**config.mk**
```make
export PLATFORM = sky130hd
export DESIGN_NAME = double_ended_queue
export DESIGN_NICKNAME = d
export VERILOG_FILES = /design/src/dq_pkg.sv /design/src/dq_cell.sv /design/src/double_ended_queue.sv
export VERILOG_INCLUDE_DIRS = /design/src /design/src/src
export SDC_FILE = /design/constraint.sdc
export NUM_CORES = 1
export LEC_CHECK = 0
export ABC_AREA = 1
export BUFFER_PORTS_ARGS = -buffer_cell sky130_fd_sc_hd__buf_4
export CAP_MARGIN = 20
export CORE_UTILIZATION = 50
export DETAILED_ROUTE_END_ITERATION = 10
export PLACE_DENSITY_LB_ADDON = 0.15
export SLEW_MARGIN = 20
export SYNTH_ARGS = -nofsm -noshare
export SYNTH_HDL_FRONTEND = slang
export SYNTH_SLANG_ARGS = --single-unit
```
**constraint.sdc**
```tcl
create_clock -name clk -period 4.9 [get_ports clk]
set_input_delay 0.49 -clock clk [delete_from_list [all_inputs] [get_ports clk]]
set_output_delay 0.49 -clock clk [all_outputs]
set_load 0.005 [all_outputs]
```
**src/double_ended_queue_defines.svh**
```systemverilog
// assertion macros for the double ended queue
// no dependencies; included by the top level only
`ifndef DOUBLE_ENDED_QUEUE_DEFINES_SVH
`define DOUBLE_ENDED_QUEUE_DEFINES_SVH

// property checked at every clock edge outside reset
`define DQ_ASSERT_ALWAYS(label, prop, msg) \
  label: assert property (@(posedge clk) disable iff (!rst_n) (prop)) else $error(msg);

// consequence checked in the cycle after the antecedent
`define DQ_ASSERT_NEXT(label, ante, cons, msg) \
  label: assert property (@(posedge clk) disable iff (!rst_n) (ante) |=> (cons)) else $error(msg);

`endif

```
**src/dq_pkg.sv**
```systemverilog
// shared types and codes for the double ended queue
// used by dq_cell and double_ended_queue
package dq_pkg;

  localparam int DEPTH_DEF      = 16;
  localparam int DATA_WIDTH_DEF = 32;

  // fixed port widths
  localparam int CMD_W   = 2;
  localparam int WORD_W  = 32;
  localparam int STAT_W  = 2;
  localparam int OCC_W   = 5;

  localparam logic [CMD_W-1:0] CMD_PUSH_FRONT = 2'd0;
  localparam logic [CMD_W-1:0] CMD_PUSH_BACK  = 2'd1;
  localparam logic [CMD_W-1:0] CMD_POP_FRONT  = 2'd2;
  localparam logic [CMD_W-1:0] CMD_POP_BACK   = 2'd3;

  localparam logic [STAT_W-1:0] ST_OK    = 2'd0;
  localparam logic [STAT_W-1:0] ST_EMPTY = 2'd1;
  localparam logic [STAT_W-1:0] ST_FULL  = 2'd2;

  // at most one shift/load control set, broadcast to every cell
  typedef struct packed {
    logic push_front;
    logic push_back;
    logic pop_front;
    logic pop_back;
  } dq_cell_ctl_t;

endpackage

```
**src/dq_cell.sv**
```systemverilog
// one storage cell of the deque row: a data word and an occupied flag
// depends on dq_pkg for the control struct
module dq_cell #(
  parameter int DATA_WIDTH = dq_pkg::DATA_WIDTH_DEF
) (
  input  logic                  clk,
  input  logic                  rst_n,
  input  dq_pkg::dq_cell_ctl_t  ctl,
  input  logic [DATA_WIDTH-1:0] push_word,
  input  logic [DATA_WIDTH-1:0] left_data,
  input  logic                  left_occ,
  input  logic [DATA_WIDTH-1:0] right_data,
  input  logic                  right_occ,
  output logic [DATA_WIDTH-1:0] data_o,
  output logic                  occ_o,
  output logic                  tail_o
);

  logic [DATA_WIDTH-1:0] data_r;
  logic [DATA_WIDTH-1:0] data_nxt;
  logic                  occ_r;
  logic                  occ_nxt;

  always_comb begin
    data_nxt = data_r;
    occ_nxt  = occ_r;
    priority if (ctl.push_front) begin
      data_nxt = left_data;
      occ_nxt  = left_occ;
    end else if (ctl.pop_front) begin
      data_nxt = right_data;
      occ_nxt  = right_occ;
    end else if (ctl.push_back) begin
      // first free cell after the last occupied one takes the word
      if (!occ_r && left_occ) begin
        data_nxt = push_word;
        occ_nxt  = 1'b1;
      end
    end else if (ctl.pop_back) begin
      if (occ_r && !right_occ) begin
        occ_nxt = 1'b0;
      end
    end else begin
      // idle cycle or refused transaction: hold
      data_nxt = data_r;
      occ_nxt  = occ_r;
    end
  end

  always_ff @(posedge clk) begin
    if (!rst_n) begin
      occ_r <= 1'b0;
    end else begin
      occ_r <= occ_nxt;
    end
  end

  always_ff @(posedge clk) begin
    data_r <= data_nxt;
  end

  assign data_o = data_r;
  assign occ_o  = occ_r;
  assign tail_o = occ_r & ~right_occ;

endmodule

```
**src/double_ended_queue.sv**
```systemverilog
// double ended queue as a row of DEPTH cells; front entry always in cell 0
// the result is registered and valid in the cycle after the transaction is accepted
// throughput: one transaction per cycle unless a waiting result is not taken
// the output register frees up for a new transaction while its result is taken
// reset clears the occupied flags, the count and the output valid; no clearing pass
// depends on dq_pkg, dq_cell and double_ended_queue_defines.svh
`include "double_ended_queue_defines.svh"

module double_ended_queue #(
  parameter int DEPTH      = dq_pkg::DEPTH_DEF,
  parameter int DATA_WIDTH = dq_pkg::DATA_WIDTH_DEF
) (
  input  logic                      clk,
  input  logic                      rst_n,
  input  logic                      in_valid,
  output logic                      in_ready,
  input  logic [dq_pkg::CMD_W-1:0]  in_command,
  input  logic [dq_pkg::WORD_W-1:0] in_push_value,
  output logic                      out_valid,
  input  logic                      out_ready,
  output logic [dq_pkg::WORD_W-1:0] out_pop_value,
  output logic [dq_pkg::STAT_W-1:0] out_status,
  output logic [dq_pkg::OCC_W-1:0]  out_occupancy
);

  localparam int CNT_W = $clog2(DEPTH + 1);

  logic                      in_fire;
  logic [DATA_WIDTH-1:0]     push_word;
  dq_pkg::dq_cell_ctl_t      ctl;
  logic [DEPTH-1:0]          cell_occ;
  logic [DEPTH-1:0]          cell_tail;
  logic [DATA_WIDTH-1:0]     cell_data [DEPTH];
  logic [DATA_WIDTH-1:0]     tail_word;
  logic [DATA_WIDTH-1:0]     pop_word;
  logic [dq_pkg::WORD_W-1:0] pop_value_c;
  logic [dq_pkg::OCC_W-1:0]  occ_c;
  logic [dq_pkg::STAT_W-1:0] status_c;
  logic                      full;
  logic                      empty;

  logic [CNT_W-1:0]          count_r;
  logic [CNT_W-1:0]          count_nxt;
  logic                      out_valid_r;
  logic [dq_pkg::WORD_W-1:0] out_pop_value_r;
  logic [dq_pkg::STAT_W-1:0] out_status_r;
  logic [dq_pkg::OCC_W-1:0]  out_occupancy_r;

  assign in_ready = ~out_valid_r | out_ready;
  assign in_fire  = in_valid & in_ready;

  generate
    if (DATA_WIDTH <= dq_pkg::WORD_W) begin : g_narrow
      assign push_word   = in_push_value[DATA_WIDTH-1:0];
      if (DATA_WIDTH < dq_pkg::WORD_W) begin : g_pad
        assign pop_value_c = {{(dq_pkg::WORD_W - DATA_WIDTH){1'b0}}, pop_word};
      end else begin : g_same
        assign pop_value_c = pop_word;
      end
    end else begin : g_wide
      assign push_word   = {{(DATA_WIDTH - dq_pkg::WORD_W){1'b0}}, in_push_value};
      assign pop_value_c = pop_word[dq_pkg::WORD_W-1:0];
    end

    if (CNT_W >= dq_pkg::OCC_W) begin : g_occ_cut
      assign occ_c = count_nxt[dq_pkg::OCC_W-1:0];
    end else begin : g_occ_pad
      assign occ_c = {{(dq_pkg::OCC_W - CNT_W){1'b0}}, count_nxt};
    end
  endgenerate

  assign empty = ~cell_occ[0];
  assign full  = cell_occ[DEPTH-1];

  always_comb begin
    status_c = dq_pkg::ST_OK;
    ctl      = '0;
    unique case (in_command)
      dq_pkg::CMD_PUSH_FRONT: begin
        if (full) status_c = dq_pkg::ST_FULL;
        else      ctl.push_front = in_fire;
      end
      dq_pkg::CMD_PUSH_BACK: begin
        if (full) status_c = dq_pkg::ST_FULL;
        else      ctl.push_back = in_fire;
      end
      dq_pkg::CMD_POP_FRONT: begin
        if (empty) status_c = dq_pkg::ST_EMPTY;
        else       ctl.pop_front = in_fire;
      end
      dq_pkg::CMD_POP_BACK: begin
        if (empty) status_c = dq_pkg::ST_EMPTY;
        else       ctl.pop_back = in_fire;
      end
      default: status_c = dq_pkg::ST_OK;
    endcase
  end

  // the tail flag is one-hot over the occupied cells
  always_comb begin
    tail_word = '0;
    for (int i = 0; i < DEPTH; i++) begin
      tail_word = tail_word | (cell_data[i] & {DATA_WIDTH{cell_tail[i]}});
    end
  end

  always_comb begin
    pop_word = '0;
    if (ctl.pop_front) pop_word = cell_data[0];
    else if (ctl.pop_back) pop_word = tail_word;
  end

  always_comb begin
    count_nxt = count_r;
    if (ctl.push_front || ctl.push_back) count_nxt = count_r + CNT_W'(1);
    else if (ctl.pop_front || ctl.pop_back) count_nxt = count_r - CNT_W'(1);
  end

  generate
    for (genvar i = 0; i < DEPTH; i++) begin : g_cell
      logic [DATA_WIDTH-1:0] left_data;
      logic                  left_occ;
      logic [DATA_WIDTH-1:0] right_data;
      logic                  right_occ;

      if (i == 0) begin : g_head
        assign left_data = push_word;
        assign left_occ  = 1'b1;
      end else begin : g_mid_l
        assign left_data = cell_data[i-1];
        assign left_occ  = cell_occ[i-1];
      end

      if (i == DEPTH - 1) begin : g_last
        assign right_data = '0;
        assign right_occ  = 1'b0;
      end else begin : g_mid_r
        assign right_data = cell_data[i+1];
        assign right_occ  = cell_occ[i+1];
      end

      dq_cell #(
        .DATA_WIDTH (DATA_WIDTH)
      ) u_cell (
        .clk        (clk),
        .rst_n      (rst_n),
        .ctl        (ctl),
        .push_word  (push_word),
        .left_data  (left_data),
        .left_occ   (left_occ),
        .right_data (right_data),
        .right_occ  (right_occ),
        .data_o     (cell_data[i]),
        .occ_o      (cell_occ[i]),
        .tail_o     (cell_tail[i])
      );
    end
  endgenerate

  always_ff @(posedge clk) begin
    if (!rst_n) begin
      count_r     <= '0;
      out_valid_r <= 1'b0;
    end else begin
      count_r <= count_nxt;
      if (in_fire) begin
        out_valid_r <= 1'b1;
      end else if (out_ready) begin
        out_valid_r <= 1'b0;
      end
    end
  end

  always_ff @(posedge clk) begin
    if (in_fire) begin
      out_pop_value_r <= pop_value_c;
      out_status_r    <= status_c;
      out_occupancy_r <= occ_c;
    end
  end

  assign out_valid     = out_valid_r;
  assign out_pop_value = out_pop_value_r;
  assign out_status    = out_status_r;
  assign out_occupancy = out_occupancy_r;

  // occupied flags form a prefix whose length is the count
  `DQ_ASSERT_ALWAYS(a_occ_matches_count, $countones(cell_occ) == int'(count_r), "occupied cells disagree with count")
  `DQ_ASSERT_ALWAYS(a_tail_onehot, $onehot0(cell_tail) && (empty == (cell_tail == '0)), "tail flag not unique")
  `DQ_ASSERT_NEXT(a_error_keeps_state, in_fire && (status_c != dq_pkg::ST_OK), $stable(count_r) && $stable(cell_occ), "failed transaction changed state")

endmodule

```
==> results.md, run 1 <==
- Outcome: complete, no violations
- Worst EP arrival: approximately 3600 ps
- CORE AREA: 0.0581 mm2
- Clock-pin slew on the worst setup and hold paths: roughly 60 ps
- Cells after synthesis: ~3200
- DRT Pass-1 Iters: 6
- NetSw: 2.90 mW
- Hold Path Cell Cnt: 3
- Sequential-to-total area share from yosys stat: around 57%
- Total number of vias: about 25000
- CTS Buffer Depth: 3
- Final Cycle Share: about two thirds
- Vias in the first global route: approximately 23000
- Clock root cell: clkbuf_16
- Most used cell, CP: nor2_8
- Wire length per cell: about 24 um
- Max Slew Vio Count: 0
- R2r startpoint: g_cell[0].u_cell.occ_o
- Fin area: 0.0326 mm2
- Avg Cell Area, Syn: a little over 9 um2
- Sequential Area: around 0.017 mm2
- Distinct cells, synth: 32
- #FFs+latches synth: 573
- Initial antenna violation count: 1
- GP Congestion: 0.877
- Fmax: between 0.2 and 0.3 GHz
- CTS tree: built
- # H-tree levels: 2
- DRT Wirelength: 98200 um
- Critical path class: register to register
- Max stage delay on crit path: roughly 870 ps
- CP cell instances: nand3_2 -> nor2_8 -> nor2_8 -> inv_1 -> o21ai_0 -> inv_2
- Num rows: 88
- Post-route ant nets: 0
- CP startpoint kind: register
- DR vias/cell: a little over 6
- P per Cell Area: 353 mW/mm2
- DP Wirelength: 55900 um
- Syn nets: 3273
- Setup crit end kind: register
- Reg2reg path depth: 6
- Cts hold-fix bufs: 0
- Post-route DRC: 0
- Worst-margin pin slew: 1240 ps
- Count of input and output buffers: between 70 and 80
- Minimum clock period: between 3000 and 4000 ps
- Final Util: between 50% and 60%
- First-pass GRT wire length: approximately 150000 um
- Mapped Area: around 0.03 mm2
- Rel. slew slack: between 10% and 20%
- CTS Sinks: between 500 and 600
- Setup ws final: 1540 ps
- Sequential share of power: about 50%
- Hold Path Origin: in_push_value[9]
- Final setup viols: 0
- GRT overflow: 0
- Total die area: approximately 0.060 mm2
- Area occupied by multi-input gates: ~0.01 mm2
- Clk_skew: between 20 and 25 ps
- Syn-to-layout area delta: 10.2%
- Max Cap Viol: 0
- Clock group share of total power: a little over two fifths
- Total Power: approximately 12 mW
- Ratio of cells with drive above 1 in the final layout: 8.48%
- Clock Latency Late Sink: around 660 ps
- Hold Path Class: input pin to register
- Largest net degree at the start of global routing: about 230
- Switch share: 25.2%
- Setup_tns: 0 ps
- Int Power: about 8.6 mW
- Pre-CTS WS: around 1400 ps
- CP max-delay cell: inv_2
- Synth Warn #: 0
- Placed Area: 0.0306 mm2
- Chip height: roughly 250 um
- Peak supply drop: between 0.2 and 0.3 mV
- Comb power frac: roughly a tenth
- Chip Width: 245 um
- Final Net Count: between 3000 and 4000
- Unrepaired setup endpoints after global routing: no
- DR iter-0 viols: roughly 3900
- Layout fillers: just over 5000
- Post-CTS Setup Inserts: 0
- Critical path fanouts, max: 32
- TritonCTS Buffers: 61
- Initial Util: between 50% and 60%
- P_leak: 12.3 nW
- GR Util All Layers: 32.4%
- Final hold violations: 0
- I/O Pins: 79
- CP Data Required Time: 5150 ps
- Crit path launch: g_cell[0].u_cell.occ_o
- Post_cts resized: 0
==> cells in the final DEF (no fill, tap or decap), drive strengths merged <==
cell	instances
clkinvlp	2
o21ai	169
edfxtp	551
nor2	197
nor3	12
dfxtp	22
inv	405
clkbuf	71
o221ai	15
o22ai	127
a22oi	28
bufinv	8
o211ai	341
nand3	136
ha	2
clkinv	36
xor2	6
buf	126
a21oi	20
diode	1
nand4	6
nand2	985
==> registers in the layout, summed over array words and instances (netlist names) <==
signal and cells:
out_occupancy 5, out_valid 1, g_cell.u_cell.occ_o 16, g_cell.u_cell.data_o 512, out_status 2, count_r 5, out_pop_value 32
==> power by group through the flow <==
stage | combinational (mW) | sequential, mW | clock (mW)
detailed placement | 1.06 | 5.73 | 0
global placement | 1.03 | 5.73 | 0
CTS | 1.06 | 5.63 | 4.83
global route | 1.17 | 5.64 | 5.01
floorplan | 0.680 | 5.71 | 0
finish | 1.09 | 5.63 | 4.80
==> kinds of logic (layout without fill, tap and decap cells) <==
family                   Yosys count  in the layout  share of synthesized area (%)
flip-flops                       573            573                           57.4
XOR/XNOR                           6              6                          0.178
AO/OA/AOI/OAI                    700            700                           15.7
other                              0              1                              0
AND/OR/NAND/NOR                 1336           1336                           18.1
adder cells (fa/ha/maj)            2              2                         0.0846
buffers and inverters            616            648                           8.54
==> layer usage <==
layer / global-route usage, % / share of wire (%)
met5: 0 / 0.030
met4: 13.3 / 4.2
met3: 4.48 / 10
met2: 50.7 / 46
met1: 45.5 / 40
==> cell type report <==
type	instances	area share, %
diodes	1	0.00767
clock buffers	71	4.86
clock inverters	44	1.37
inverters	407	4.71
multi-input cells	2044	30.9
flip-flops and latches	573	52.1
well taps	765	2.93
repair buffers	126	3.09
==> through the flow <==
stage / hold WS [ps] / cells
after floorplan: 470 / 3233
after global routing: 153 / 4030
after global placement: 502 / 3912
after detailed placement: 502 / 3913
after CTS: 109 / 4028
final: 127 / 4031
==> Yosys cell counts <==
master,n,share of area (%)
buf_2,112,1.9
dfxtp_1,22,1.5
a21oi_4,1,0.055
inv_1,395,5.0
buf_1,8,0.10
nand3_2,2,0.068
nor2_8,3,0.20
clkinv_1,4,0.051
clkbuf_2,1,0.017
a21oi_1,19,0.32
xor2_1,6,0.18
a22oi_1,28,0.71
clkbuf_1,71,0.90
inv_4,1,0.021
inv_2,7,0.089
ha_1,2,0.085
o21ai_0,166,2.8
o211ai_1,341,8.7
nor2_1,192,2.4
o221ai_1,15,0.44
buf_6,2,0.076
o21ai_1,3,0.051
nand2_1,964,12
o22ai_1,127,2.7
nor3_1,12,0.20
edfxtp_1,551,56
nand3_4,1,0.059
nand3_1,133,2.2
nand2_2,21,0.44
buf_4,15,0.38
nor2_2,2,0.042
nand4_1,6,0.13
==> worst max-delay path: cells and delay by family, from the launching register on <==
| family | cells | cell delay (ps) |
|---|---|---|
| AO/OA/AOI/OAI | 1 | 150 |
| buffers and inverters | 2 | 1190 |
| flip-flops | 1 | 530 |
| AND/OR/NAND/NOR | 3 | 1060 |
==> worst paths after layout <==
path / end / slack, ps
max: g_cell[7].u_cell.data_o[25] / 1540
min: g_cell[0].u_cell.data_o[9] / 130
max reg2reg: g_cell[7].u_cell.data_o[25] / 1540
min reg2reg: g_cell[12].u_cell.occ_o / 520
Note: power is estimated with default switching activity, not from simulation.
==> run 2, diff against run 1 <==
clock period = 3.13 ns   (was 4.9 ns; I/O delays follow)
==> results.md, run 2 (synthesis results as in run 1) <==
- Crit path launch: g_cell[0].u_cell.occ_o
- Most frequent cells in the layout: nand2_1 (962), edfxtp_1 (551), inv_1 (379), o211ai_1 (341), nor2_1 (191)
- Fmax: 0.380 GHz (+28%)
- Critical path class: register to register
- Setup ws final: 501 ps (-1030 ps)
- Chip height: 245 um (unchanged)
- Post-route DRC: 0 (unchanged)
- Max stage delay on crit path: 540 ps (-330 ps)
- Hold EP: g_cell[0].u_cell.data_o[19]
- R2R Path End: out_pop_value[16]
- Vias in the first global route: 24400 (+3.8%)
- Largest net degree at the start of global routing: 160 (-31%)
- Rel. slew slack: 32.0% (+15 points)
- Initial antenna violation count: 3 (+2)
- Count of input and output buffers: 78 (unchanged)
- I/O Pins: 79 (unchanged)
- Worst EP arrival: 3060 ps (-560 ps)
- Setup crit end kind: register
- R2r startpoint: g_cell[0].u_cell.occ_o
- GRT overflow: 0 (unchanged)
- Clock root cell: clkbuf_16
- Hold Path Class: input pin to register
- Final Cycle Share: 84.0% (+15 points)
- Total die area: 0.0602 mm2 (unchanged)
- DR iter-0 viols: 3578 (-8.5%)
- DR vias/cell: 6.18 (-0.41%)
- Post_cts resized: 0 (unchanged)
- TritonCTS Buffers: 66 (+8.2%)
- DP Wirelength: 56400 um (+0.87%)
- CTS Buffer Depth: 3 (unchanged)
- GP Congestion: 0.894 (+2.0%)
- DRT Wirelength: 100000 um (+1.8%)
- Critical path fanouts, max: 159 (+400%)
- Clock-pin slew on the worst setup and hold paths: 60 ps (about the same)
- Peak supply drop: 0.426 mV (+53%)
- Area occupied by multi-input gates: 0.0101 mm2 (unchanged)
- Largest delay share family, worst path: buffers and inverters
- Final hold violations: 0 (unchanged)
- # H-tree levels: 3 (+1)
- CTS tree: built
- Outcome: complete, no violations
- Pre-CTS WS: 483 ps (-867 ps)
- Wire length per cell: 24.5 um (+0.68%)
- Syn-to-layout area delta: 12.0%
- Clk_skew: 25.4 ps (+4.73 ps)
- Setup_tns: 0 ps (unchanged)
- Max FFs per register: 512 (unchanged)
- Max Cap Viol: 0 (unchanged)
- Chip Width: 245 um (unchanged)
- P_leak: 12.6 nW (+2.1%)
- CP startpoint kind: register
- Reg2reg path depth: 6 (unchanged)
- DRT Pass-1 Iters: 6 (unchanged)
- CORE AREA: 0.0581 mm2 (unchanged)
- Post-CTS Setup Inserts: 0 (unchanged)
- Post-route ant nets: 0 (unchanged)
- CP cell instances: nand3_2 -> nor2_8 -> buf_4 -> buf_12 -> nand2_1 -> nand2_1
- Final Net Count: 3298 (+1.4%)
- Final setup viols: 0 (unchanged)
- Hold Path Origin: in_push_value[19]
- Max Slew Vio Count: 0 (unchanged)
- P per Cell Area: 544 mW/mm2 (+54%)
- Sequential Area: 0.0170 mm2 (unchanged)
- First-pass GRT wire length: 150000 um (+1.9%)
- CP max-delay cell: dfxtp_1
- CP Data Required Time: 3560 ps (-1590 ps)
- Hold Path Cell Cnt: 3 (unchanged)
- Unrepaired setup endpoints after global routing: no
- Layout fillers: 5147 (+0.53%)
- Total Power: 18.0 mW (+57%)
- Cts hold-fix bufs: 4 (+4)
- Reg2Reg Setup Slack: 500 ps (-1030 ps)
- Most used cell, CP: nand2_1
- Critical path buffer and inverter count: 2 (unchanged)
- Clock Latency Late Sink: 610 ps (-50 ps)
- Minimum clock period: 2630 ps (-736 ps)
- CTS Sinks: 573 (unchanged)
- Initial Util: 50.9% (unchanged)
- Worst-margin pin slew: 1020 ps (-223 ps)
- GR Util All Layers: 33.4% (+0.91 points)
- Ratio of cells with drive above 1 in the final layout: 9.12% (+0.64 points)
- Total number of vias: 25200 (+0.68%)
- Diode count: 0 (-1)
- Num rows: 88 (unchanged)
- Leading cell type in the layout, fill and taps excluded: nand2_1
## run 2: layout make-up
cell class	instances	area share (%)
sequential	573	51.2
timing repair buffer	166	4.69
tap	765	2.89
multi-input combinational	2044	30.4
inverter	407	4.64
clock inverter	26	0.600
clock buffer	94	5.49
## run 2: worst max-delay path by stage
stage / depth (start not counted) / endpoint / slack, ps
finish: 6 / out_pop_value[16] / 500
global placement: 8 / out_pop_value[17] / 510
detailed placement: 8 / g_cell[10].u_cell.data_o[14] / 480
global route: 6 / g_cell[11].u_cell.data_o[21] / 370
floorplan: 7 / g_cell[5].u_cell.data_o[0] / 120
CTS: 7 / g_cell[5].u_cell.data_o[27] / 590
## run 2: worst register-to-register path, cell delays in order (launching register included)
cell	delay, ps
dfxtp_1	540
nand3_2	210
nor2_8	160
buf_4	500
buf_12	560
nand2_1	320
nand2_1	170
## run 2: power by group
part           internal [mW]  leakage [nW]  switching (mW)  total [mW]
registers               8.70          5.22           0.108        8.81
logic                  0.542          6.37            1.23        1.77
clock network           4.30         0.979            3.14        7.44
## run 2: metal layers
| layer | global-route usage, % | part of all wire, % | vias up |
|---|---|---|---|
| li1 | - | - | 11200 |
| met1 | 44.9 | 39 | 12100 |
| met2 | 52.4 | 45 | 1608 |
| met3 | 6.52 | 11 | 293 |
| met4 | 14.6 | 4.8 | 6 |
| met5 | 0 | 0.040 | - |
## run 2: stage by stage
stage | area, um2 | hold WS [ps] | util [%] | cells
final | 33200 | 23.2 | 57.0 | 4075
after global routing | 33200 | 1.69 | 57.0 | 4075
after CTS | 33200 | 0.163 | 57.0 | 4075
after detailed placement | 31100 | 504 | 53.5 | 3951
after global placement | 31100 | 494 | 53.5 | 3951
after floorplan | 29600 | 470 | - | 3233
